`src/rtl/efv_pkg.sv`:
```
// ----------------------------------------------------------------------------
// efv_pkg
// Shared constants, register codes and records of the event frame validator.
// ----------------------------------------------------------------------------
package efv_pkg;

	localparam int WordBits      = 32;
	localparam int MaxEventWords = 65535;

	localparam logic [31:0] WordMask =
		(WordBits >= 32) ? 32'hFFFF_FFFF : ((32'd1 << WordBits) - 32'd1);

	typedef enum logic [1:0] {
		CFG_HEADER    = 2'd0,
		CFG_FOOTER    = 2'd1,
		CFG_DELIMITER = 2'd2,
		CFG_COUNTER   = 2'd3
	} efv_cfg_idx_t;

	typedef struct packed {
		logic [31:0] header_word;
		logic [31:0] footer_word;
		logic [31:0] delimiter_word;
		logic [7:0]  counter_words;
	} efv_cfg_t;

	typedef struct packed {
		logic [15:0] word_count;
		logic        header_ok;
		logic [1:0]  delimiter_count;
		logic [15:0] first_delimiter_pos;
		logic        overflowed;
		logic        footer_match;
	} efv_tally_t;

	typedef struct packed {
		logic        good_event;
		logic        multiple_delimiters;
		logic        unexpected_error;
		logic        overlong;
		logic [15:0] first_section_offset;
		logic [15:0] second_section_offset;
	} efv_verdict_t;

	function automatic logic [31:0] efv_mask(input logic [31:0] w);
		return w & WordMask;
	endfunction

endpackage

```
`src/rtl/efv_word_if.sv`:
```
// ----------------------------------------------------------------------------
// efv_word_if
// Input channel: one event word per transaction with its last-word mark.
// ----------------------------------------------------------------------------
interface efv_word_if;
	logic        valid;
	logic        ready;
	logic [31:0] word;
	logic        last;

	modport source (output valid, output word, output last, input ready);
	modport sink (input valid, input word, input last, output ready);
endinterface

```
`src/rtl/efv_verdict_if.sv`:
```
// ----------------------------------------------------------------------------
// efv_verdict_if
// Output channel: one framing verdict per transaction.
// ----------------------------------------------------------------------------
interface efv_verdict_if;
	logic        valid;
	logic        ready;
	logic        good_event;
	logic        multiple_delimiters;
	logic        unexpected_error;
	logic        overlong;
	logic [15:0] first_section_offset;
	logic [15:0] second_section_offset;

	modport source (
		output valid, output good_event, output multiple_delimiters,
		output unexpected_error, output overlong,
		output first_section_offset, output second_section_offset,
		input ready
	);
	modport sink (
		input valid, input good_event, input multiple_delimiters,
		input unexpected_error, input overlong,
		input first_section_offset, input second_section_offset,
		output ready
	);
endinterface

```
`src/rtl/event_frame_validator.sv`:
```
// ----------------------------------------------------------------------------
// event_frame_validator
// Framing check of readout events, one verdict per event.
// The closing word goes through the input register, then the result register.
// Throughput: one word per cycle; the input register and the per-event tally
// update are both registered; a closing word waits only on an untaken verdict.
// Reset clears the configuration registers to zero and the event tally.
// ----------------------------------------------------------------------------
module event_frame_validator
	import efv_pkg::*;
(
	input  logic        clk,
	input  logic        arst_n,
	input  logic        cfg_we,
	input  logic [1:0]  cfg_index,
	input  logic [31:0] cfg_data,
	efv_word_if.sink    words,
	efv_verdict_if.source verdicts
);

	efv_cfg_t   cfg_q;
	efv_tally_t tally;

	logic        valid_s1;
	logic [31:0] word_s1;
	logic        last_s1;
	logic        slot_free;
	logic        advance;
	logic        take;

	always_ff @(posedge clk or negedge arst_n) begin
		if (!arst_n) begin
			cfg_q <= '0;
		end else if (cfg_we) begin
			case (efv_cfg_idx_t'(cfg_index))
				CFG_HEADER:    cfg_q.header_word    <= cfg_data;
				CFG_FOOTER:    cfg_q.footer_word    <= cfg_data;
				CFG_DELIMITER: cfg_q.delimiter_word <= cfg_data;
				CFG_COUNTER:   cfg_q.counter_words  <= cfg_data[7:0];
				default: begin
				end
			endcase
		end
	end

	assign advance     = !last_s1 || slot_free;
	assign take        = valid_s1 && advance;
	assign words.ready = !valid_s1 || advance;

	always_ff @(posedge clk or negedge arst_n) begin
		if (!arst_n) begin
			valid_s1 <= 1'b0;
		end else if (words.valid && words.ready) begin
			valid_s1 <= 1'b1;
		end else if (take) begin
			valid_s1 <= 1'b0;
		end
	end

	always_ff @(posedge clk) begin
		if (words.valid && words.ready) begin
			word_s1 <= words.word;
			last_s1 <= words.last;
		end
	end

	efv_frame_state u_state (
		.clk    (clk),
		.arst_n (arst_n),
		.take   (take),
		.word   (word_s1),
		.last   (last_s1),
		.cfg    (cfg_q),
		.tally  (tally)
	);

	efv_verdict u_verdict (
		.clk           (clk),
		.arst_n        (arst_n),
		.load          (take && last_s1),
		.tally         (tally),
		.counter_words (cfg_q.counter_words),
		.slot_free     (slot_free),
		.verdicts      (verdicts)
	);

endmodule

```
`src/rtl/efv_frame_state.sv`:
```
// ----------------------------------------------------------------------------
// efv_frame_state
// Per-event tally: word count, header match, delimiter count and position.
// ----------------------------------------------------------------------------
module efv_frame_state
	import efv_pkg::*;
(
	input  logic        clk,
	input  logic        arst_n,
	input  logic        take,
	input  logic [31:0] word,
	input  logic        last,
	input  efv_cfg_t    cfg,
	output efv_tally_t  tally
);

	logic [15:0] word_count_q;
	logic        header_ok_q;
	logic [1:0]  delimiter_count_q;
	logic [15:0] first_delimiter_pos_q;
	logic        overflowed_q;

	logic [31:0] w;
	logic        is_delim;

	assign w        = efv_mask(word);
	assign is_delim = (w == efv_mask(cfg.delimiter_word));

	always_comb begin
		tally.word_count          = word_count_q;
		tally.header_ok           = header_ok_q;
		tally.delimiter_count     = delimiter_count_q;
		tally.first_delimiter_pos = first_delimiter_pos_q;
		tally.overflowed          = overflowed_q;
		tally.footer_match        = (w == efv_mask(cfg.footer_word));
		if (word_count_q >= 16'(MaxEventWords)) begin
			tally.overflowed = 1'b1;
		end else begin
			if (word_count_q == 16'd0) begin
				tally.header_ok = (w == efv_mask(cfg.header_word));
			end
			if (is_delim) begin
				if (delimiter_count_q == 2'd0) begin
					tally.first_delimiter_pos = word_count_q;
				end
				if (delimiter_count_q < 2'd2) begin
					tally.delimiter_count = delimiter_count_q + 2'd1;
				end
			end
			tally.word_count = word_count_q + 16'd1;
		end
	end

	always_ff @(posedge clk or negedge arst_n) begin
		if (!arst_n) begin
			word_count_q          <= '0;
			header_ok_q           <= 1'b0;
			delimiter_count_q     <= '0;
			first_delimiter_pos_q <= '0;
			overflowed_q          <= 1'b0;
		end else if (take) begin
			if (last) begin
				word_count_q          <= '0;
				header_ok_q           <= 1'b0;
				delimiter_count_q     <= '0;
				first_delimiter_pos_q <= '0;
				overflowed_q          <= 1'b0;
			end else begin
				word_count_q          <= tally.word_count;
				header_ok_q           <= tally.header_ok;
				delimiter_count_q     <= tally.delimiter_count;
				first_delimiter_pos_q <= tally.first_delimiter_pos;
				overflowed_q          <= tally.overflowed;
			end
		end
	end

	a_clear_on_close: assert property (@(posedge clk) disable iff (!arst_n)
		(take && last) |=> (word_count_q == 16'd0 && delimiter_count_q == 2'd0))
		else $error("event state not cleared after closing word");

	a_delim_sat: assert property (@(posedge clk) disable iff (!arst_n)
		delimiter_count_q != 2'd3)
		else $error("delimiter count passed saturation");

endmodule

```
`src/rtl/efv_verdict.sv`:
```
// ----------------------------------------------------------------------------
// efv_verdict
// Verdict logic on the closing word and the registered result channel.
// ----------------------------------------------------------------------------
module efv_verdict
	import efv_pkg::*;
(
	input  logic               clk,
	input  logic               arst_n,
	input  logic               load,
	input  efv_tally_t         tally,
	input  logic [7:0]         counter_words,
	output logic               slot_free,
	efv_verdict_if.source      verdicts
);

	efv_verdict_t res;
	efv_verdict_t res_q;
	logic         valid_q;

	logic [16:0] n;
	logic [16:0] off_a;
	logic [16:0] off_b;
	logic [16:0] short_len;

	assign n         = {1'b0, tally.word_count};
	assign off_a     = 17'(counter_words) + 17'd1;
	assign off_b     = {1'b0, tally.first_delimiter_pos} + 17'd1;
	assign short_len = 17'(counter_words) + 17'd2;

	always_comb begin
		res = '0;
		if (tally.overflowed) begin
			res.overlong = 1'b1;
		end else if (n < 17'd2 || !tally.header_ok || !tally.footer_match) begin
			res.good_event = 1'b0;
		end else if (n == short_len) begin
			res.good_event = 1'b1;
		end else if (tally.delimiter_count == 2'd0) begin
			res.good_event = 1'b0;
		end else begin
			res.multiple_delimiters   = (tally.delimiter_count > 2'd1);
			res.first_section_offset  = off_a[15:0];
			res.second_section_offset = off_b[15:0];
			if (off_a >= n || off_b >= n) begin
				res.unexpected_error = 1'b1;
			end else begin
				res.good_event = 1'b1;
			end
		end
	end

	assign slot_free = !valid_q || verdicts.ready;

	always_ff @(posedge clk or negedge arst_n) begin
		if (!arst_n) begin
			valid_q <= 1'b0;
		end else if (load) begin
			valid_q <= 1'b1;
		end else if (verdicts.ready) begin
			valid_q <= 1'b0;
		end
	end

	always_ff @(posedge clk) begin
		if (load) begin
			res_q <= res;
		end
	end

	assign verdicts.valid                 = valid_q;
	assign verdicts.good_event            = res_q.good_event;
	assign verdicts.multiple_delimiters   = res_q.multiple_delimiters;
	assign verdicts.unexpected_error      = res_q.unexpected_error;
	assign verdicts.overlong              = res_q.overlong;
	assign verdicts.first_section_offset  = res_q.first_section_offset;
	assign verdicts.second_section_offset = res_q.second_section_offset;

	a_load_has_room: assert property (@(posedge clk) disable iff (!arst_n)
		load |-> slot_free)
		else $error("verdict loaded over an untaken result");

	a_good_exclusive: assert property (@(posedge clk) disable iff (!arst_n)
		(valid_q && res_q.good_event) |-> (!res_q.unexpected_error && !res_q.overlong))
		else $error("good verdict carries an error flag");

endmodule

```
`src/flat_wrapper.sv`:
```
// flat-port wrapper written by rule: the top's interface ports become plain ports
module event_frame_validator_flat import efv_pkg::*;
  (clk, arst_n, cfg_we, cfg_index, cfg_data, words_valid, words_word, words_last, words_ready, verdicts_valid, verdicts_good_event, verdicts_multiple_delimiters, verdicts_unexpected_error, verdicts_overlong, verdicts_first_section_offset, verdicts_second_section_offset, verdicts_ready);
  efv_word_if words_i ();
  efv_verdict_if verdicts_i ();
  input  logic clk;
  input  logic arst_n;
  input  logic cfg_we;
  input  logic [1:0] cfg_index;
  input  logic [31:0] cfg_data;
  input wire logic [$bits(words_i.valid)-1:0] words_valid;
  input wire logic [$bits(words_i.word)-1:0] words_word;
  input wire logic [$bits(words_i.last)-1:0] words_last;
  output wire logic [$bits(words_i.ready)-1:0] words_ready;
  output wire logic [$bits(verdicts_i.valid)-1:0] verdicts_valid;
  output wire logic [$bits(verdicts_i.good_event)-1:0] verdicts_good_event;
  output wire logic [$bits(verdicts_i.multiple_delimiters)-1:0] verdicts_multiple_delimiters;
  output wire logic [$bits(verdicts_i.unexpected_error)-1:0] verdicts_unexpected_error;
  output wire logic [$bits(verdicts_i.overlong)-1:0] verdicts_overlong;
  output wire logic [$bits(verdicts_i.first_section_offset)-1:0] verdicts_first_section_offset;
  output wire logic [$bits(verdicts_i.second_section_offset)-1:0] verdicts_second_section_offset;
  input wire logic [$bits(verdicts_i.ready)-1:0] verdicts_ready;
  assign words_i.valid = words_valid;
  assign words_i.word = words_word;
  assign words_i.last = words_last;
  assign words_ready = words_i.ready;
  assign verdicts_valid = verdicts_i.valid;
  assign verdicts_good_event = verdicts_i.good_event;
  assign verdicts_multiple_delimiters = verdicts_i.multiple_delimiters;
  assign verdicts_unexpected_error = verdicts_i.unexpected_error;
  assign verdicts_overlong = verdicts_i.overlong;
  assign verdicts_first_section_offset = verdicts_i.first_section_offset;
  assign verdicts_second_section_offset = verdicts_i.second_section_offset;
  assign verdicts_i.ready = verdicts_ready;
  event_frame_validator u_core (.clk(clk), .arst_n(arst_n), .cfg_we(cfg_we), .cfg_index(cfg_index), .cfg_data(cfg_data), .words(words_i), .verdicts(verdicts_i));
endmodule
```
`config.mk`:
```
export PLATFORM = sky130hd
export DESIGN_NAME = event_frame_validator_flat
export DESIGN_NICKNAME = d
export VERILOG_FILES = /design/src/rtl/efv_pkg.sv /design/src/rtl/efv_word_if.sv /design/src/rtl/efv_verdict_if.sv /design/src/rtl/event_frame_validator.sv /design/src/rtl/efv_frame_state.sv /design/src/rtl/efv_verdict.sv /design/src/flat_wrapper.sv
export SDC_FILE = /design/constraint.sdc
export NUM_CORES = 1
export LEC_CHECK = 0
export BUFFER_PORTS_ARGS = -buffer_cell sky130_fd_sc_hd__buf_2
export CAP_MARGIN = 10
export CORE_MARGIN = 4
export CORE_UTILIZATION = 45
export CTS_BUF_LIST = sky130_fd_sc_hd__clkbuf_4 sky130_fd_sc_hd__clkbuf_8
export DETAILED_ROUTE_END_ITERATION = 16
export SLEW_MARGIN = 40
export SYNTH_ARGS = -nofsm -noshare
export SYNTH_HDL_FRONTEND = slang
export SYNTH_SLANG_ARGS = --single-unit
```
`constraint.sdc`:
```
create_clock -name clk -period 7.1 [get_ports clk]
set_input_delay 1.065 -clock clk [delete_from_list [all_inputs] [get_ports clk]]
set_output_delay 1.065 -clock clk [all_outputs]
set_load 0.005 [all_outputs]
```
* Word-level counts from Yosys, hierarchy flattened *
Cells that the tools add are included.

storage, ports and cells
  register bits after elaboration = 211
  input bits = 72
  output and inout bits = 38

operators by class
  add/sub/neg operators = 5
  magnitude comparators = 6
  equality and inequality tests = 7
  muxes and demuxes = 20
  reduce and logical (&&, ||, !) cells = 26

operator list
  operator               number
  $eq 32x32->1           3
  $mux 16                3
  $mux 35                1
  $ge 17x16->1           2
  $mux 18                1
  $add 16x1->17 const B  1
  $add 16x1->16 const B  1
  $eq 16x9->1            1
  $ge 16x16->1 const B   1
  $logic_not 16->1       1
  $lt 16x2->1 const B    1
  $mux 1                 13
  $add 8x1->9 const B    1
  $add 8x2->9 const B    1
  $reduce_and 2->1       4
  $logic_not 2->1        3
  $logic_or 1x1->1       6
  $logic_not 1->1        5
  $eq 2x2->1 const B     2
  $mux 2                 2
  $reduce_bool 2->1      2
  $reduce_or 4->1        1
  $logic_and 1x1->1      3
  $add 2x1->2 const B    1
  other kinds (4)        4

* Logic depth before layout (Yosys ltp) *
Gate-level depths: netlist of run 1.

  depth in word-level cells = 10
  mapped depth = 23
  depth with buffers taken out = 21

* Cells and area by module *
A second synthesis of run 1 with hierarchy kept.

unflattened totals
  cell total of the unflattened synthesis = 936
  area, all modules = 10979.3 um^2

modules (own cells, without submodules)
  module                 times used  cells an instance  area an instance (um^2)
  event_frame_validator  1           261                4974.8
  efv_frame_state        1           431                3632.2
  efv_verdict            1           244                2372.3

* Worst setup path before layout of run 1 *
Ideal clock, no wire load.

  kind = register -> register
  from = register u_core.word_s1[17]
  to = register u_core.u_verdict.res_q (netlist bit u_core.u_verdict.verdicts.good_event) (data pin)
  setup time = 0.154 ns
  arrival time = 4.533 ns
  required time = 6.946 ns
  slack = 2.413 ns
  cell stages (with the launch flop) = 23
  buffers on the path = 2
  clock period less this slack = 4.687 ns
  path through = edfxtp_1 > xor2_1 > nor4_1 > nand4_1 > nand3b_1 > nor2_1 > buf_2 > mux2_2 > ha_1 > clkbuf_1 > and3_1 > nand2_1 > xor2_1 > mux2i_1 > ha_1 > a21o_1 > a21oi_1 > o21ai_0 > a21oi_1 > nor2b_1 > a2111oi_0 > nand4b_1 > a21boi_0

on the way
  cells in the longest elaborated chain, start to end = 9
  elaborated cells on any way between the ends = 18

RTL lines
  item                                  line                         RTL
  start: declaration                    event_frame_validator.sv:25  logic [31:0] word_s1;
  start signal: assignment              event_frame_validator.sv:62  word_s1 <= words.word;
  $eq 32x32->1                          efv_frame_state.sv:27        assign is_delim = (w == efv_mask(cfg.delimiter_word));
  $mux 18                               efv_frame_state.sv:42        if (is_delim) begin
  $mux 35                               efv_frame_state.sv:36        if (word_count_q >= 16'(MaxEventWords)) begin
  $add 16x1->17                         efv_verdict.sv:28            assign off_b = {1'b0, tally.first_delimiter_pos} + 17'd1;
  named net u_core.u_verdict.off_b[10]  efv_verdict.sv:23            logic [16:0] off_b;
  $ge 17x16->1                          efv_verdict.sv:45            if (off_a >= n || off_b >= n) begin
  $logic_or 1x1->1                      efv_verdict.sv:45
  $mux 1                                efv_verdict.sv:45
  $mux 1                                efv_verdict.sv:39            end else if (tally.delimiter_count == 2'd0) begin
  $mux 1                                efv_verdict.sv:37            end else if (n == short_len) begin
  end signal: assignment                efv_verdict.sv:67            res_q <= res;
  end: declaration                      efv_verdict.sv:18            efv_verdict_t res_q;

The timed path passes the listed nets, and every way through them passes these cells.
A chain may end at the register's enable or synchronous reset.

* Final worst setup path of run 1 *
  from = register u_core.word_s1[23]
  to = register u_core.u_verdict.res_q (netlist bit u_core.u_verdict.verdicts.good_event) (data pin)

The elaborated chain is that of the path after synthesis.

==> results of run 1 <==
final timing paths:
check                           cells after the start                                                 end                              startpoint
worst max-delay path                               21  u_core.u_verdict.verdicts.good_event$_SDFFCE_PP0P_            u_core.word_s1[23]$_DFFE_PP_
worst min register to register                      2              u_core.u_state.header_ok_q$_DFFE_PN0P_  u_core.u_state.header_ok_q$_DFFE_PN0P_
min in group asynchronous                           1                         u_core.cfg_q[0]$_DFFE_PN0P_                                  arst_n
worst min-delay path                                2              u_core.u_state.header_ok_q$_DFFE_PN0P_  u_core.u_state.header_ok_q$_DFFE_PN0P_
max in group asynchronous                           2                         u_core.valid_s1$_DFFE_PN0P_                                  arst_n
worst max register to register                     21  u_core.u_verdict.verdicts.good_event$_SDFFCE_PP0P_            u_core.word_s1[23]$_DFFE_PP_
kinds of logic (layout without fill, tap and decap cells):
logic type,after synthesis,in the layout,share of synthesized area [%]
flops,204,204,50.5
mux,117,117,12.3
compound gates,114,114,7.31
xor+xnor,142,142,11.6
fa+ha+maj,31,31,3.62
simple gates,229,229,11.9
buf+inv,64,195,2.74
other cells,1,7,0.0350
metal layers:
| metal | vias up | wire (um) | global-route usage [%] |
|---|---|---|---|
| li1 | 3467 | - | - |
| met1 | 3560 | 12300 | 29.6 |
| met2 | 224 | 12100 | 31.4 |
| met3 | 51 | 1540 | 3.40 |
| met4 | 0 | 663 | 5.77 |
| met5 | - | 0 | 0 |
layout by cell type, fill, tap and decap left out, drive strengths merged, types with 7 or more instances in the layout:
cell type | netlist | final
and4 | 8 | 8
a21o | 8 | 8
inv | 17 | 19
nor2 | 39 | 39
a22o | 16 | 16
o21ai | 30 | 30
xor2 | 95 | 95
nor4 | 27 | 27
clkbuf | 23 | 59
nand4 | 22 | 22
nand3 | 19 | 19
nor2b | 17 | 17
ha | 31 | 31
and3 | 12 | 12
nand2 | 48 | 48
edfxtp | 62 | 62
dfrtp | 142 | 142
a21oi | 26 | 26
mux2 | 107 | 107
xnor2 | 47 | 47
conb | 1 | 7
mux2i | 10 | 10
buf | 24 | 109
power breakdown:
group / leakage (nW) / switching (mW) / internal (mW) / total, mW
sequential: 2.38 / 0.114 / 1.35 / 1.46
clock: 0.422 / 0.498 / 0.671 / 1.17
combinational: 2.34 / 0.249 / 0.245 / 0.494
layout make-up:
cell class | instances | share of cell area (%)
clock inverters | 10 | 0.783
inverters | 17 | 0.518
multi-input cells | 640 | 41.1
well taps | 319 | 3.24
flip-flops and latches | 204 | 44.0
repair buffers | 110 | 4.74
clock buffers | 58 | 5.67
state kept, by name, summed over array words and instances, names as in the netlist, 2 cells and up:
name / flops
u_core.cfg_q: 104
u_core.word_s1: 32
u_core.u_state.first_delimiter_pos_q: 16
u_core.u_state.word_count_q: 16
u_core.u_verdict.verdicts.second_section_offset: 16
u_core.u_verdict.verdicts.first_section_offset: 9
u_core.u_state.delimiter_count_q: 2
worst max-delay path, cell delays in order (launching register included):
cell and delay [ns]:
edfxtp_1 0.44, xor2_1 0.18, nor4_1 0.40, nand4_1 0.23, nand3b_1 0.45, nor2_2 0.17
buf_4 0.36, mux2_2 0.43, ha_1 0.31, and3_1 0.23, nand2_1 0.08, xor2_1 0.15
mux2i_1 0.12, ha_1 0.34, a21o_1 0.16, a21oi_1 0.14, o21ai_0 0.10, a21oi_1 0.14
nor2b_1 0.06, a2111oi_0 0.51, nand4b_1 0.17, a21boi_0 0.20
metrics by stage:
step,worst slack [ns],cell area [um2],std cells
4_1_cts,1.53,12300,1358
6_report,1.55,12300,1358
3_3_place_gp,1.83,11500,1290
3_5_place_dp,1.58,11500,1290
5_1_grt,1.05,12300,1358
2_1_floorplan,2.41,10700,908
==> results.py, run 1 <==
metrics = {
    "worst_setup_path": {
        "setup.worst_path.end_class": "flip-flop",
        "reg2reg_slack_ns": 1.55,
        "critPathKind": "reg -> reg",
        "worst_setup_path_start_kind": "flip-flop",
        "worstPathRequired_ns": 7.47,
        "cp.arrival_ns": 5.92,
        "path_max_fanout": 32,
    },
    "finish": {
        "multi_input_area_um2": 5050,
        "drive_gt1_share_pct": 28.9,
        "area_delta_synth_final_pct": 14.9,
        "fill_cells": 2131,
        "layout.nets": 1113,
        "fin_util_pct": 52.4,
        "register_area_um2": 5420,
        "insertedDiodeCount": 0,
    },
    "routing": {
        "wl_um": 26500,
        "drt_iter0_markers": 567,
        "vias": 7302,
        "ant_nets": 0,
        "wl_per_cell_um": 19.5,
        "vias_per_cell": 5.38,
        "drc": 0,
        "drt_pass1_iterations": 5,
    },
    "run": {
        "cap_violations": 0,
    },
    "synth": {
        "ys_dominant_reg_cell": "dfrtp_1",
        "synthTopCellsByCount": "dfrtp_1, mux2_2, xor2_1",
        "netlist_instances": 902,
        "synth_edf_count": 62,
        "synth.avg_cell_area_um2": 11.9,
        "yosys_warnings": 0,
        "seq_area_frac_synth_pct": 50.5,
        "synth.most_common_cell": "dfrtp_1",
        "synthTopCellsByArea": "dfrtp_1, edfxtp_1, mux2_2",
        "synth_cell_types": 62,
        "yosysTopAreaCell": "dfrtp_1",
        "async_reset_ff_share_pct": 69.6,
        "synth_top_area_share_pct": 33.2,
        "netlist_area_um2": 10700,
        "ys_ff_latch": 204,
    },
    "global_routing": {
        "track_usage_pct": 20.3,
        "grt_pass1_wl_um": 41800,
        "antenna_found_initial": 0,
        "grt_pass1_vias": 7230,
        "grt_overflow": 0,
        "grt_max_degree": 87,
    },
    "floorplan": {
        "row_count": 56,
        "dieArea_um2": 26300,
        "io_pins": 110,
        "start_util_pct": 45.7,
        "die_h_um": 162,
        "die_x_um": 162,
        "coreArea_um2": 23500,
    },
    "sta": {
        "fmax_mhz": 180,
        "drv_slew": 0,
        "period_needed_ns": 5.55,
        "setup_violations": 0,
        "fin_crit_sh_pct": 78.1,
        "grt_setup_unrepaired": "false",
        "max-slew-margin-rel_pct": 46.8,
        "setup_tns_ns": 0,
        "fin_hold_ws_ns": 0.488,
        "fin_worst_skew_ns": 0.0324,
        "worst_pin_slew_ns": 0.793,
        "hold_viol_final": 0,
    },
    "placement": {
        "io_buffers": 102,
        "place_congestion": 0.871,
        "hpwl_um": 19300,
    },
    "power": {
        "p_leak_nw": 5.14,
        "powerDensity_nw_per_um2": 254,
        "power_mw": 3.13,
        "peakVddDrop_mv": 0.168,
    },
    "cts": {
        "holdBufCountCts": 0,
        "root_buffer": "clkbuf_8",
        "cts_resized": 0,
        "cts_setup_buffers": 0,
        "cts_buffers": 37,
        "worstSkewPairLatency_ns": 0.54,
        "cts_tree": "built",
        "cts.htree.levels": 2,
        "cts.clk_slew.worst_paths_ns": 0.05,
        "cts.path.max_buffers": 3,
        "clock-sinks": 204,
    },
    "outcome": {
        "status": "finished, final reports clean",
    },
    "hold_path": {
        "hp-class": "reg -> reg",
    },
}
Note: power is estimated with default switching activity, not from simulation.
==> inputs of run 2 (changes only) <==
--- a/config.mk
+++ b/config.mk
@@ -5,6 +5,7 @@
 export SDC_FILE = /design/constraint.sdc
 export NUM_CORES = 1
 export LEC_CHECK = 0
+export ABC_AREA = 1
 export BUFFER_PORTS_ARGS = -buffer_cell sky130_fd_sc_hd__buf_2
 export CAP_MARGIN = 10
 export CORE_MARGIN = 4
==> constraint.sdc (replaced) <==
create_clock -name clk -period 5.5 [get_ports clk]
set_input_delay 0.825 -clock clk [delete_from_list [all_inputs] [get_ports clk]]
set_output_delay 0.825 -clock clk [all_outputs]
set_load 0.005 [all_outputs]
==> run 2 against run 1 <==
Hold slack got worse by 0.33 ns; first-iteration DRC count grew 1.1%; critical path depth is 8 higher; combinational power is 41% higher; cell count is 38% higher; synthesized cell count grew 56%; largest cell class unchanged; sequential power increased by 27%; non-clock buffer count decreased by 1; final area rose by 5.7%; register-to-register slack lost 0.36 ns.
==> results.py, run 2 <==
metrics = {
    "worst_setup_path": {
        "worst_setup_path_start_kind": "flip-flop",
        "r2r_end": "u_core.u_verdict.verdicts.good_event$_SDFFCE_PP0P_",
        "setup.worst_path.end_class": "flip-flop",
        "reg2regPathDepth": 29,
        "reg2reg_slack_ns": 1.19,
        "crit_top_cell": "nand2_1",
        "reg2reg_from": "u_core.u_state.word_count_q[0]$_DFFE_PN0P_",
        "worstPathRequired_ns": 5.87,
        "cp.arrival_ns": 4.68,
        "crit_slowest_cell": "dfrtp_1",
        "slowest_delay_ns": 0.42,
        "path_max_fanout": 18,
        "critPathKind": "reg -> reg",
    },
    "sta": {
        "hold_viol_final": 0,
        "worst_slack_ns": 1.19,
        "grt_setup_unrepaired": "false",
        "worst_pin_slew_ns": 0.786,
        "max-slew-margin-rel_pct": 47.6,
        "setup_tns_ns": 0,
        "fin_crit_sh_pct": 78.3,
        "drv_slew": 0,
        "fin_worst_skew_ns": 0.0180,
        "fmax_mhz": 232,
        "period_needed_ns": 4.31,
        "setup_violations": 0,
    },
    "placement": {
        "hpwl_um": 21600,
        "place_congestion": 0.872,
        "pre_cts_ws_ns": 1.28,
        "io_buffers": 102,
    },
    "hold_path": {
        "hp-class": "in -> async",
    },
    "global_routing": {
        "track_usage_pct": 21.2,
        "grt_pass1_vias": 9039,
        "antenna_found_initial": 0,
        "grt_max_degree": 96,
        "grt_pass1_wl_um": 48000,
        "grt_overflow": 0,
    },
    "synth": {
        "ys_ff_latch": 204,
        "seq_area_frac_synth_pct": 47.5,
        "synth_edf_count": 62,
        "synthTopCellsByCount": "nand2_1, inv_1, dfrtp_1",
        "netlist_area_um2": 11400,
        "async_reset_ff_share_pct": 69.6,
        "synth_top_area_share_pct": 31.2,
        "synth_cell_types": 54,
        "synth.most_common_cell": "nand2_1",
        "yosysTopAreaCell": "dfrtp_1",
        "synth.avg_cell_area_um2": 8.12,
        "yosys_warnings": 0,
        "synthTopCellsByArea": "dfrtp_1, edfxtp_1, nand2_1",
        "ys_dominant_reg_cell": "dfrtp_1",
        "netlist_instances": 1405,
    },
    "floorplan": {
        "die_h_um": 167,
        "row_count": 57,
        "dieArea_um2": 28000,
        "coreArea_um2": 24600,
        "die_x_um": 167,
        "io_pins": 110,
        "start_util_pct": 46.4,
    },
    "power": {
        "powerDensity_nw_per_um2": 314,
        "power_frac_clock_pct": 37.4,
        "pwr-share-seq_pct": 45.5,
        "power_mw": 4.09,
        "p_leak_nw": 6.51,
        "p_sw_mw": 1.21,
        "combPwrFrac_pct": 17.1,
        "p_sw_share_pct": 29.6,
        "p_int_mw": 2.88,
        "peakVddDrop_mv": 0.248,
    },
    "cts": {
        "clock-sinks": 204,
        "worstSkewPairLatency_ns": 0.53,
        "cts.htree.levels": 2,
        "cts.path.max_buffers": 3,
        "cts_setup_buffers": 0,
        "cts_resized": 0,
        "holdBufCountCts": 0,
        "root_buffer": "clkbuf_8",
        "cts_tree": "built",
        "cts_buffers": 38,
        "cts.clk_slew.worst_paths_ns": 0.06,
    },
    "finish": {
        "area_delta_synth_final_pct": 14.1,
        "layout.nets": 1623,
        "fin_util_pct": 52.9,
        "drive_gt1_share_pct": 15.2,
        "reg.largest.list": "u_core.cfg_q: 104 flops, u_core.word_s1: 32 flops",
        "top_register": "u_core.cfg_q",
        "layout_commonest_cell": "nand2_1",
        "insertedDiodeCount": 0,
        "final_cell_mix": "nand2_1, inv_1, dfrtp_1",
        "largest_reg_flops": 104,
    },
    "run": {
        "cap_violations": 0,
    },
    "routing": {
        "drt_iter0_markers": 573,
        "drt_pass1_iterations": 6,
        "ant_nets": 0,
        "vias_per_cell": 4.97,
        "wl_per_cell_um": 15.7,
        "vias": 9308,
        "wl_um": 29400,
        "drc": 0,
    },
    "outcome": {
        "status": "finished, final reports clean",
    },
}
run 2: cell types whose count changed in the layout (fill, tap and decap cells not counted), moves of 19 or more:
| cell | before | now |
|---|---|---|
| nand2_1 | 48 | 406 |
| inv_1 | 17 | 203 |
| mux2_2 | 106 | 0 |
| o21ai_0 | 29 | 118 |
| nor2_1 | 36 | 105 |
| xor2_1 | 95 | 35 |
| o22ai_1 | 5 | 30 |
| nor4_1 | 26 | 7 |
run 2: logic make-up (layout without fill, tap and decap cells):
group,count (synthesis),count (layout),synth area share [%]
AOI/OAI and AO/OA,187,187,9.10
xor gates and xnor gates,71,71,5.58
adders and majority gates,31,31,3.40
buffers and inverters,251,389,8.83
DFF,204,204,47.5
other,1,7,0.0329
and+or+nand+nor,660,660,25.6
run 2: critical path, delay by kind of cell (launching register included):
kind            cells  cell delay (ns)
buf+inv             2             0.11
simple gates       20             2.26
flops               1             0.42
compound gates      4             0.53
fa+ha+maj           3             0.82
run 2: how the worst max path moves through the flow:
| stage | from | to | slack, ns | cells past startpoint |
|---|---|---|---|---|
| detailed placement | u_core.word_s1[6]$_DFFE_PP_ | u_core.u_verdict.verdicts.good_event$_SDFFCE_PP0P_ | 1.28 | 29 |
| CTS | u_core.u_state.word_count_q[0]$_DFFE_PN0P_ | u_core.u_verdict.verdicts.good_event$_SDFFCE_PP0P_ | 1.20 | 29 |
| global placement | u_core.u_state.word_count_q[0]$_DFFE_PN0P_ | u_core.u_verdict.verdicts.good_event$_SDFFCE_PP0P_ | 1.30 | 30 |
| floorplan | u_core.u_state.word_count_q[0]$_DFFE_PN0P_ | u_core.u_verdict.verdicts.good_event$_SDFFCE_PP0P_ | 1.94 | 30 |
| global route | u_core.u_state.word_count_q[0]$_DFFE_PN0P_ | u_core.u_verdict.verdicts.good_event$_SDFFCE_PP0P_ | 0.63 | 29 |
| finish | u_core.u_state.word_count_q[0]$_DFFE_PN0P_ | u_core.u_verdict.verdicts.good_event$_SDFFCE_PP0P_ | 1.19 | 29 |
run 2: metrics by stage:
step	area, um2	hold WS (ns)	cells
finish	13000	0.162	1873
global route	13000	0.155	1873
CTS	13000	0.346	1872
detailed placement	12200	0.473	1803
global placement	12200	0.467	1803
floorplan	11400	0.453	1411
run 2: power groups by stage:
stage / registers, mW / logic, mW / clock network, mW
final: 1.86 / 0.699 / 1.53
after global routing: 1.88 / 0.810 / 1.65
after CTS: 1.86 / 0.705 / 1.57
after detailed placement: 1.89 / 0.702 / 0
after global placement: 1.88 / 0.687 / 0
after floorplan: 1.85 / 0.495 / 0
run 2: routing by layer:
layer / vias to the layer above / routed length, um / GRT usage (%)
li1: 4730 / - / -
met1: 4302 / 13300 / 28.6
met2: 219 / 13800 / 34.9
met3: 57 / 1440 / 3.63
met4: 0 / 847 / 6.88
met5: - / 0 / 0
run 2: layout make-up:
class | count | area, um2
Clock buffer | 52 | 666
Multi-Input combinational cell | 956 | 5010
Tap cell | 324 | 405
Inverter | 211 | 793
Timing Repair Buffer | 109 | 593
Clock inverter | 17 | 129
Sequential cell | 204 | 5420
Fill cell | 2417 | 11600
